### src/rtl/sai_pkg.sv
// ----------------------------------------------------------------------------
// Sorted array package
// Shared widths, operation and status codes, and the control bundle that
// the top level hands to every cell of the row.
// ----------------------------------------------------------------------------
package sai_pkg;

  // Field widths of the beats.
  localparam int DATA_W  = 32;
  localparam int FUNC_W  = 2;
  localparam int IDX_W   = 4;
  localparam int STAT_W  = 2;
  localparam int COUNT_W = 5;

  // Default number of cells in the row.
  localparam int CAPACITY_DEF = 16;

  // Operation codes.
  localparam logic [FUNC_W-1:0] FUNC_INSERT = 2'd0;
  localparam logic [FUNC_W-1:0] FUNC_REMOVE = 2'd1;
  localparam logic [FUNC_W-1:0] FUNC_READ   = 2'd2;

  // Status codes.
  localparam logic [STAT_W-1:0] ST_OK        = 2'd0;
  localparam logic [STAT_W-1:0] ST_NOT_FOUND = 2'd1;
  localparam logic [STAT_W-1:0] ST_FULL      = 2'd2;
  localparam logic [STAT_W-1:0] ST_RANGE     = 2'd3;

  // Control broadcast to the cells.
  typedef struct packed {
    logic cmp_en;   // capture compare flags against the incoming value
    logic ins_en;   // shift up and place the value
    logic rem_en;   // shift down over the matching entry
  } cell_ctrl_t;

endpackage

### src/rtl/sorted_array_insert_remove_top.sv
// ----------------------------------------------------------------------------
// Sorted array with insert and remove
// Keeps signed entries in ascending order in a row of cells and answers
// insert, remove and read operations with one result beat each.
// ----------------------------------------------------------------------------
// Usage:
//   The input channel (in_valid, in_stall, in_func, in_value, in_index)
//   carries one operation per beat. The output channel (out_valid,
//   out_stall, out_status, out_read_value, out_count) returns exactly one
//   result beat per operation, in order.
//   In an operation, every cell first latches its compare flags against
//   in_value at the accepting edge; then, once the output register is free,
//   the cells shift in parallel and the result is loaded into the output
//   register. A new beat is taken only after that update, so the block never
//   works on more than one operation at a time.
//   The output register decouples the sides: a new operation is accepted
//   while an earlier result still waits. If the receiver stalls and the
//   output register is full, the pending operation holds before its update
//   and in_stall stays high until the register frees.
//   Reset empties the store (count zero); entry contents need no clearing.
// ----------------------------------------------------------------------------
module sorted_array_insert_remove_top #(
  parameter int CAPACITY = sai_pkg::CAPACITY_DEF
) (
  input  logic                                  clk,
  input  logic                                  rst_n,
  input  logic                                  in_valid,
  output logic                                  in_stall,
  input  logic [sai_pkg::FUNC_W-1:0]            in_func,
  input  logic signed [sai_pkg::DATA_W-1:0]     in_value,
  input  logic [sai_pkg::IDX_W-1:0]             in_index,
  output logic                                  out_valid,
  input  logic                                  out_stall,
  output logic [sai_pkg::STAT_W-1:0]            out_status,
  output logic signed [sai_pkg::DATA_W-1:0]     out_read_value,
  output logic [sai_pkg::COUNT_W-1:0]           out_count
);
  import sai_pkg::*;

  localparam int CNT_W = $clog2(CAPACITY + 1);
  localparam int RD_N  = (CAPACITY < (1 << IDX_W)) ? CAPACITY : (1 << IDX_W);

  logic                     busy_r;
  logic                     busy_nxt;
  logic [CNT_W-1:0]         cnt_r;
  logic [CNT_W-1:0]         cnt_nxt;
  logic [FUNC_W-1:0]        op_func_r;
  logic signed [DATA_W-1:0] op_value_r;
  logic [IDX_W-1:0]         op_index_r;

  logic                     out_valid_r;
  logic [STAT_W-1:0]        out_status_r;
  logic [STAT_W-1:0]        status_nxt;
  logic signed [DATA_W-1:0] out_read_value_r;
  logic signed [DATA_W-1:0] rd_nxt;
  logic [COUNT_W-1:0]       out_count_r;

  logic                     accept;
  logic                     commit;
  logic                     full;
  logic                     found;
  logic                     idx_ok;
  logic signed [DATA_W-1:0] rd_data;
  cell_ctrl_t               ctrl;

  logic signed [DATA_W-1:0] ent   [CAPACITY];
  logic [CAPACITY-1:0]      lt;
  logic [CAPACITY-1:0]      hit;

  // Handshake: one operation in flight at a time.
  assign in_stall = busy_r;
  assign accept   = in_valid && !busy_r;
  assign commit   = busy_r && (!out_valid_r || !out_stall);

  // Operation decode against the current count.
  assign full   = cnt_r == CNT_W'(CAPACITY);
  assign found  = |hit;
  assign idx_ok = (32'(op_index_r) < 32'(cnt_r)) && (32'(op_index_r) < CAPACITY);

  assign ctrl.cmp_en = accept;
  assign ctrl.ins_en = commit && (op_func_r == FUNC_INSERT) && !full;
  assign ctrl.rem_en = commit && (op_func_r == FUNC_REMOVE) && found;

  // Row of cells; each sees its neighbors' entries and left compare flag.
  for (genvar g = 0; g < CAPACITY; g++) begin : g_cell
    logic signed [DATA_W-1:0] left_e;
    logic signed [DATA_W-1:0] right_e;
    logic                     left_l;
    if (g == 0) begin : g_first
      assign left_e = op_value_r;
      assign left_l = 1'b1;
    end else begin : g_mid
      assign left_e = ent[g-1];
      assign left_l = lt[g-1];
    end
    if (g == CAPACITY - 1) begin : g_last
      assign right_e = ent[g];
    end else begin : g_inner
      assign right_e = ent[g+1];
    end
    sai_cell #(
      .POS   (g),
      .CNT_W (CNT_W)
    ) u_cell (
      .clk           (clk),
      .ctrl_i        (ctrl),
      .count_i       (cnt_r),
      .cmp_value_i   (in_value),
      .wr_value_i    (op_value_r),
      .left_entry_i  (left_e),
      .right_entry_i (right_e),
      .left_lt_i     (left_l),
      .entry_o       (ent[g]),
      .lt_o          (lt[g]),
      .hit_o         (hit[g])
    );
  end

  // Read port over the cells that the index field can address.
  always_comb begin
    rd_data = '0;
    for (int k = 0; k < RD_N; k++) begin
      if (32'(op_index_r) == k) begin
        rd_data = ent[k];
      end
    end
  end

  // Result and next count.
  always_comb begin
    cnt_nxt    = cnt_r;
    status_nxt = ST_OK;
    rd_nxt     = '0;
    case (op_func_r)
      FUNC_INSERT: begin
        if (full) begin
          status_nxt = ST_FULL;
        end else begin
          cnt_nxt = cnt_r + 1'b1;
        end
      end
      FUNC_REMOVE: begin
        if (found) begin
          cnt_nxt = cnt_r - 1'b1;
        end else begin
          status_nxt = ST_NOT_FOUND;
        end
      end
      FUNC_READ: begin
        if (idx_ok) begin
          rd_nxt = rd_data;
        end else begin
          status_nxt = ST_RANGE;
        end
      end
      default: begin
        status_nxt = ST_OK;
      end
    endcase
  end

  // Busy flag follows accept and commit.
  always_comb begin
    busy_nxt = busy_r;
    if (accept) begin
      busy_nxt = 1'b1;
    end else if (commit) begin
      busy_nxt = 1'b0;
    end
  end

  // Control registers.
  always_ff @(posedge clk) begin
    if (!rst_n) begin
      busy_r      <= 1'b0;
      cnt_r       <= '0;
      out_valid_r <= 1'b0;
    end else begin
      busy_r <= busy_nxt;
      if (commit) begin
        cnt_r       <= cnt_nxt;
        out_valid_r <= 1'b1;
      end else if (out_valid_r && !out_stall) begin
        out_valid_r <= 1'b0;
      end
    end
  end

  // Operation and result payload registers.
  always_ff @(posedge clk) begin
    if (accept) begin
      op_func_r  <= in_func;
      op_value_r <= in_value;
      op_index_r <= in_index;
    end
    if (commit) begin
      out_status_r     <= status_nxt;
      out_read_value_r <= rd_nxt;
      out_count_r      <= COUNT_W'(cnt_nxt);
    end
  end

  assign out_valid      = out_valid_r;
  assign out_status     = out_status_r;
  assign out_read_value = out_read_value_r;
  assign out_count      = out_count_r;

`ifndef SYNTHESIS
  // The count never passes the number of cells.
  a_cnt_bound: assert property (@(posedge clk) disable iff (!rst_n)
    32'(cnt_r) <= CAPACITY)
    else $error("count exceeds capacity");

  // An insert update grows the count by exactly one.
  a_ins_cnt: assert property (@(posedge clk) disable iff (!rst_n)
    ctrl.ins_en |=> cnt_r == $past(cnt_r) + 1'b1)
    else $error("insert did not grow count by one");

  // A remove update shrinks the count by exactly one.
  a_rem_cnt: assert property (@(posedge clk) disable iff (!rst_n)
    ctrl.rem_en |=> cnt_r == $past(cnt_r) - 1'b1)
    else $error("remove did not shrink count by one");

  // At most one cell marks the first match of a remove.
  a_hit_one: assert property (@(posedge clk) disable iff (!rst_n)
    busy_r |-> $onehot0(hit))
    else $error("several cells claim the match");

  // Insert and remove updates never fire together.
  a_upd_excl: assert property (@(posedge clk) disable iff (!rst_n)
    !(ctrl.ins_en && ctrl.rem_en))
    else $error("insert and remove update at once");
`endif

endmodule

### src/rtl/sai_cell.sv
// ----------------------------------------------------------------------------
// Sorted array cell
// Holds one entry. Compares it against the broadcast value, and on an
// update takes the value, the left neighbor's entry or the right neighbor's.
// ----------------------------------------------------------------------------
module sai_cell #(
  parameter int unsigned POS   = 0,
  parameter int          CNT_W = 5
) (
  input  logic                                  clk,
  input  sai_pkg::cell_ctrl_t                   ctrl_i,
  input  logic [CNT_W-1:0]                      count_i,
  input  logic signed [sai_pkg::DATA_W-1:0]     cmp_value_i,
  input  logic signed [sai_pkg::DATA_W-1:0]     wr_value_i,
  input  logic signed [sai_pkg::DATA_W-1:0]     left_entry_i,
  input  logic signed [sai_pkg::DATA_W-1:0]     right_entry_i,
  input  logic                                  left_lt_i,
  output logic signed [sai_pkg::DATA_W-1:0]     entry_o,
  output logic                                  lt_o,
  output logic                                  hit_o
);
  import sai_pkg::*;

  logic signed [DATA_W-1:0] entry_r;
  logic signed [DATA_W-1:0] entry_nxt;
  logic                     vld;
  logic                     vld_r;
  logic                     lt_r;
  logic                     eq_r;

  // The cell holds a live entry when its position is below the count.
  assign vld = 32'(count_i) > POS;

  // Compare flags, captured when an operation is accepted.
  always_ff @(posedge clk) begin
    if (ctrl_i.cmp_en) begin
      vld_r <= vld;
      lt_r  <= vld && (entry_r < cmp_value_i);
      eq_r  <= entry_r == cmp_value_i;
    end
  end

  // Cells at or past the insert point shift up; at or past the match, down.
  always_comb begin
    entry_nxt = entry_r;
    if (ctrl_i.ins_en && !lt_r) begin
      entry_nxt = left_lt_i ? wr_value_i : left_entry_i;
    end else if (ctrl_i.rem_en && !lt_r) begin
      entry_nxt = right_entry_i;
    end
  end

  always_ff @(posedge clk) begin
    entry_r <= entry_nxt;
  end

  assign entry_o = entry_r;
  assign lt_o    = lt_r;
  // First live entry not below the value, and equal to it.
  assign hit_o   = vld_r && eq_r && !lt_r && left_lt_i;

endmodule

### config.mk
export PLATFORM = sky130hd
export DESIGN_NAME = sorted_array_insert_remove_top
export DESIGN_NICKNAME = d
export VERILOG_FILES = /design/src/rtl/sai_pkg.sv /design/src/rtl/sorted_array_insert_remove_top.sv /design/src/rtl/sai_cell.sv
export SDC_FILE = /design/constraint.sdc
export NUM_CORES = 2
export LEC_CHECK = 0
export BUFFER_PORTS_ARGS = -buffer_cell sky130_fd_sc_hd__buf_4
export CAP_MARGIN = 20
export CORE_AREA = 2 2 291 293
export DETAILED_ROUTE_END_ITERATION = 8
export DIE_AREA = 0 0 293 295
export PLACE_DENSITY = 0.76
export SYNTH_ARGS = -nofsm -noshare
export SYNTH_HDL_FRONTEND = slang
export SYNTH_HIERARCHICAL = 1
export SYNTH_SLANG_ARGS = --single-unit
### constraint.sdc
create_clock -name clk -period 4.9 [get_ports clk]
set_input_delay 0.49 -clock clk [delete_from_list [all_inputs] [get_ports clk]]
set_output_delay 0.49 -clock clk [all_outputs]
set_load 0.02 [all_outputs]
==> flow_summary.json <==
{
  "synth-async-reset-ratio": 0,
  "syn2layout_area_growth_pct": 9.01,
  "first_pass_iters": 6,
  "min_period_over_period": 0.802,
  "synth.distinct_cells": 77,
  "clk_latency_ns": 0.64,
  "synth.yosys.seq_area_share": 0.396,
  "crit_arrival_ns": 4.25,
  "p_switching_uw": 4170,
  "cts.reportedPaths.clkPinSlew_ns": 0.06,
  "gp_congestion": 0.946,
  "yosys_most_used_dff": "edfxtp_1",
  "ant_nets": 0,
  "grt_max_degree": 65,
  "min_path_type": "in2reg",
  "min_period_ns": 3.93,
  "numCtsBuffers": 76,
  "synth_seq_cells": 644,
  "syn_nets": 5602,
  "start_kind": "flop",
  "comb_power_share": 0.159,
  "core-area_mm2": 0.0832,
  "hold_viol": 0,
  "clock-skew-final_ns": 0.0363,
  "setup_viol_count_final": 0,
  "clock_sinks": 644,
  "drive_gt1_frac": 0.0849,
  "status": "finished clean",
  "cts_max_path_buffers": 3,
  "finish.utilization": 0.639,
  "io_pins": 83,
  "remaining_drc_errors": 0,
  "cts_resized": 0,
  "grt_usage": 0.347,
  "syn_area_mm2": 0.0487,
  "end_kind": "flop",
  "crit_type": "reg2reg",
  "grt_pass1_wl_um": 230000,
  "cap_violations": 0,
  "worst_pin_slew_ns": 1.18,
  "initial_core_util": 0.586,
  "layout.nets": 5589,
  "initialDrtViolationCount": 5323,
  "swShare": 0.281,
  "via_count": 40400,
  "holdWs_ns": 0.0326,
  "cts.hold.buffers_added": 0,
  "rsz0062_at_grt": "false",
  "die_x_um": 293,
  "cts-root-buf": "clkbuf_16",
  "p_leak_uw": 0.0237,
  "grt_pass1_vias": 38100,
  "htree_levels": 3,
  "slew_viol_final": 0,
  "clkPwrFrac": 0.399,
  "power.density_mw_per_mm2": 280,
  "internal_power_uw": 10700,
  "row_count": 106,
  "drt-total-wl_um": 152000,
  "cts_tree": "done",
  "vias_per_cell": 6.55,
  "dpl.hpwl_um": 115000,
  "ys.warnings.count": 6,
  "grt.overflow.total": 0,
  "syn-instance-count": 5043,
  "crit_fanout": 64,
  "power_frac_seq": 0.442,
  "io_buffer_count": 82,
  "post_cts.repair.setup_buffers": 0,
  "finalPower_uw": 14900,
  "syn_area_per_cell_um2": 9.66,
  "fill_cells": 6602,
  "fmax_ghz": 0.255,
  "max_slew_margin": 0.212,
  "synth_edf_count": 637,
  "irDropWorstVdd_mv": 0.340,
  "final.setup.tns_ns": 0,
  "wl_per_cell_um": 24.7,
  "required_ns": 5.22,
  "die_y_um": 295,
  "die_area_mm2": 0.0864,
  "antenna_found_initial": 3
}
[layout by cell type, fill, tap and decap left out, types with 14 or more instances in the layout]
cell type  count
nand2_1      690
o21ai_0      638
edfxtp_1     637
mux2i_1      550
inv_1        535
ha_1         517
a21oi_1      218
buf_4        152
nor2_1       139
clkbuf_16     79
and4_1        61
nand3_1       60
o22ai_1       56
nand4_1       50
a21o_1        50
nor2b_1       44
mux2_2        41
a221oi_1      36
o21ai_1       33
a211oi_1      31
mux4_2        26
nor4_1        23
o211ai_1      21
clkinv_2      20
buf_12        19
nor2_4        17
a21oi_2       17
a221o_1       17
a22oi_1       16
nor3_1        16
nand2b_2      16
and4b_1       16
o31a_1        15
a31oi_1       14
o21a_1        14
[worst max-delay path: stages, from the launching register on]
cell	delay (ns)
dfxtp_1	0.78
inv_1	0.19
ha_1	0.26
nor3b_1	0.18
a211o_1	0.41
nor2_4	0.49
buf_4	0.32
nand2b_2	0.57
nand2_1	0.29
o21ai_0	0.12
[area by class of cell]
cell class / count / area [um2] / area share
diodes: 1 / 2.50 / 0.0000471
inverters: 536 / 2010 / 0.0379
clock inverters: 46 / 503 / 0.00947
multi-input cells: 3601 / 26400 / 0.498
flip-flops and latches: 644 / 19300 / 0.363
well taps: 1080 / 1350 / 0.0254
clock buffers: 92 / 2030 / 0.0381
repair buffers: 171 / 1520 / 0.0286
[per-layer routing]
metal	vias up	share of wire	track usage
met4	4	0.043	0.141
met3	338	0.12	0.0650
li1	18400	-	-
met2	2407	0.43	0.529
met1	19300	0.41	0.490
met5	-	0.00017	0
[Yosys cell counts, types with 15 or more instances]
cell type	count	area (um2)
o22ai_1	56	350
buf_4	15	113
ha_1	517	6470
mux4_2	26	586
edfxtp_1	637	19100
a221oi_1	36	315
a221o_1	17	170
a21o_1	50	375
nor2_1	156	586
and4_1	61	534
a21oi_1	218	1090
and4b_1	16	160
o21ai_0	638	3190
o211ai_1	21	158
nor2b_1	45	282
clkbuf_1	156	586
a21oi_2	17	149
nand4_1	50	313
o21ai_1	34	170
o31a_1	15	131
nand2_1	690	2590
mux2_2	41	462
mux2i_1	550	5510
nand2b_1	29	181
nor4_1	23	144
buf_2	79	395
a211oi_1	31	233
nor3_1	16	80.1
nand3_1	60	300
a22oi_1	16	120
inv_1	536	2010
[cells by family after synthesis]
family,after synthesis,share of synthesized area
buffers and inverters,798,0.0658
AO/OA/AOI/OAI,1245,0.149
other,1,0.0000770
XOR/XNOR,3,0.000539
AND/OR/NAND/NOR,1206,0.116
multiplexers,629,0.141
flip-flops,644,0.396
adder cells (fa/ha/maj),517,0.133
[path summary, 6_finish.rpt]
kind                           from                                      end  slack (ns)  depth (start not counted)
min                      in_func[1]                   op_func_r[1]$_DFFE_PP_        0.03                          1
max           cnt_r[1]$_SDFFE_PN0P_  g_cell[14].u_cell/entry_o[25]$_DFFE_PP_        0.97                          9
max reg2reg   cnt_r[1]$_SDFFE_PN0P_  g_cell[14].u_cell/entry_o[25]$_DFFE_PP_        0.97                          9
min reg2reg  out_valid$_SDFFE_PN0P_                   out_valid$_SDFFE_PN0P_        0.51                          2
[flip-flops by register name, summed over array words and instances (netlist names)]
name and count:
out_status 2, op_func_r 2, out_read_value 32, g_cell.u_cell/lt_o 16, op_index_r 4, g_cell.u_cell/entry_o 512, out_count 5, out_valid 1
cnt_r 5, g_cell.u_cell/vld_r 16, g_cell.left_e 32, g_cell.u_cell/eq_r 16, in_stall 1
[power groups by stage]
stage	clock network, uW	registers (uW)	logic, uW
after CTS	5960	6550	2280
after floorplan	0	6560	1520
after detailed placement	0	6670	2260
after global placement	0	6650	2180
final	5930	6570	2360
after global routing	6150	6590	2550
[per-stage QoR]
step / instance area, um2 / worst slack [ns] / instances
3_5_place_dp: 50300 / 0.996 / 6020
4_1_cts: 52900 / 1.00 / 6158
6_report: 53100 / 0.972 / 6171
3_3_place_gp: 50300 / 1.22 / 6020
2_1_floorplan: 48700 / 0.116 / 5043
5_1_grt: 53100 / 0.690 / 6170
No activity file was read; power rests on OpenSTA's default activity.
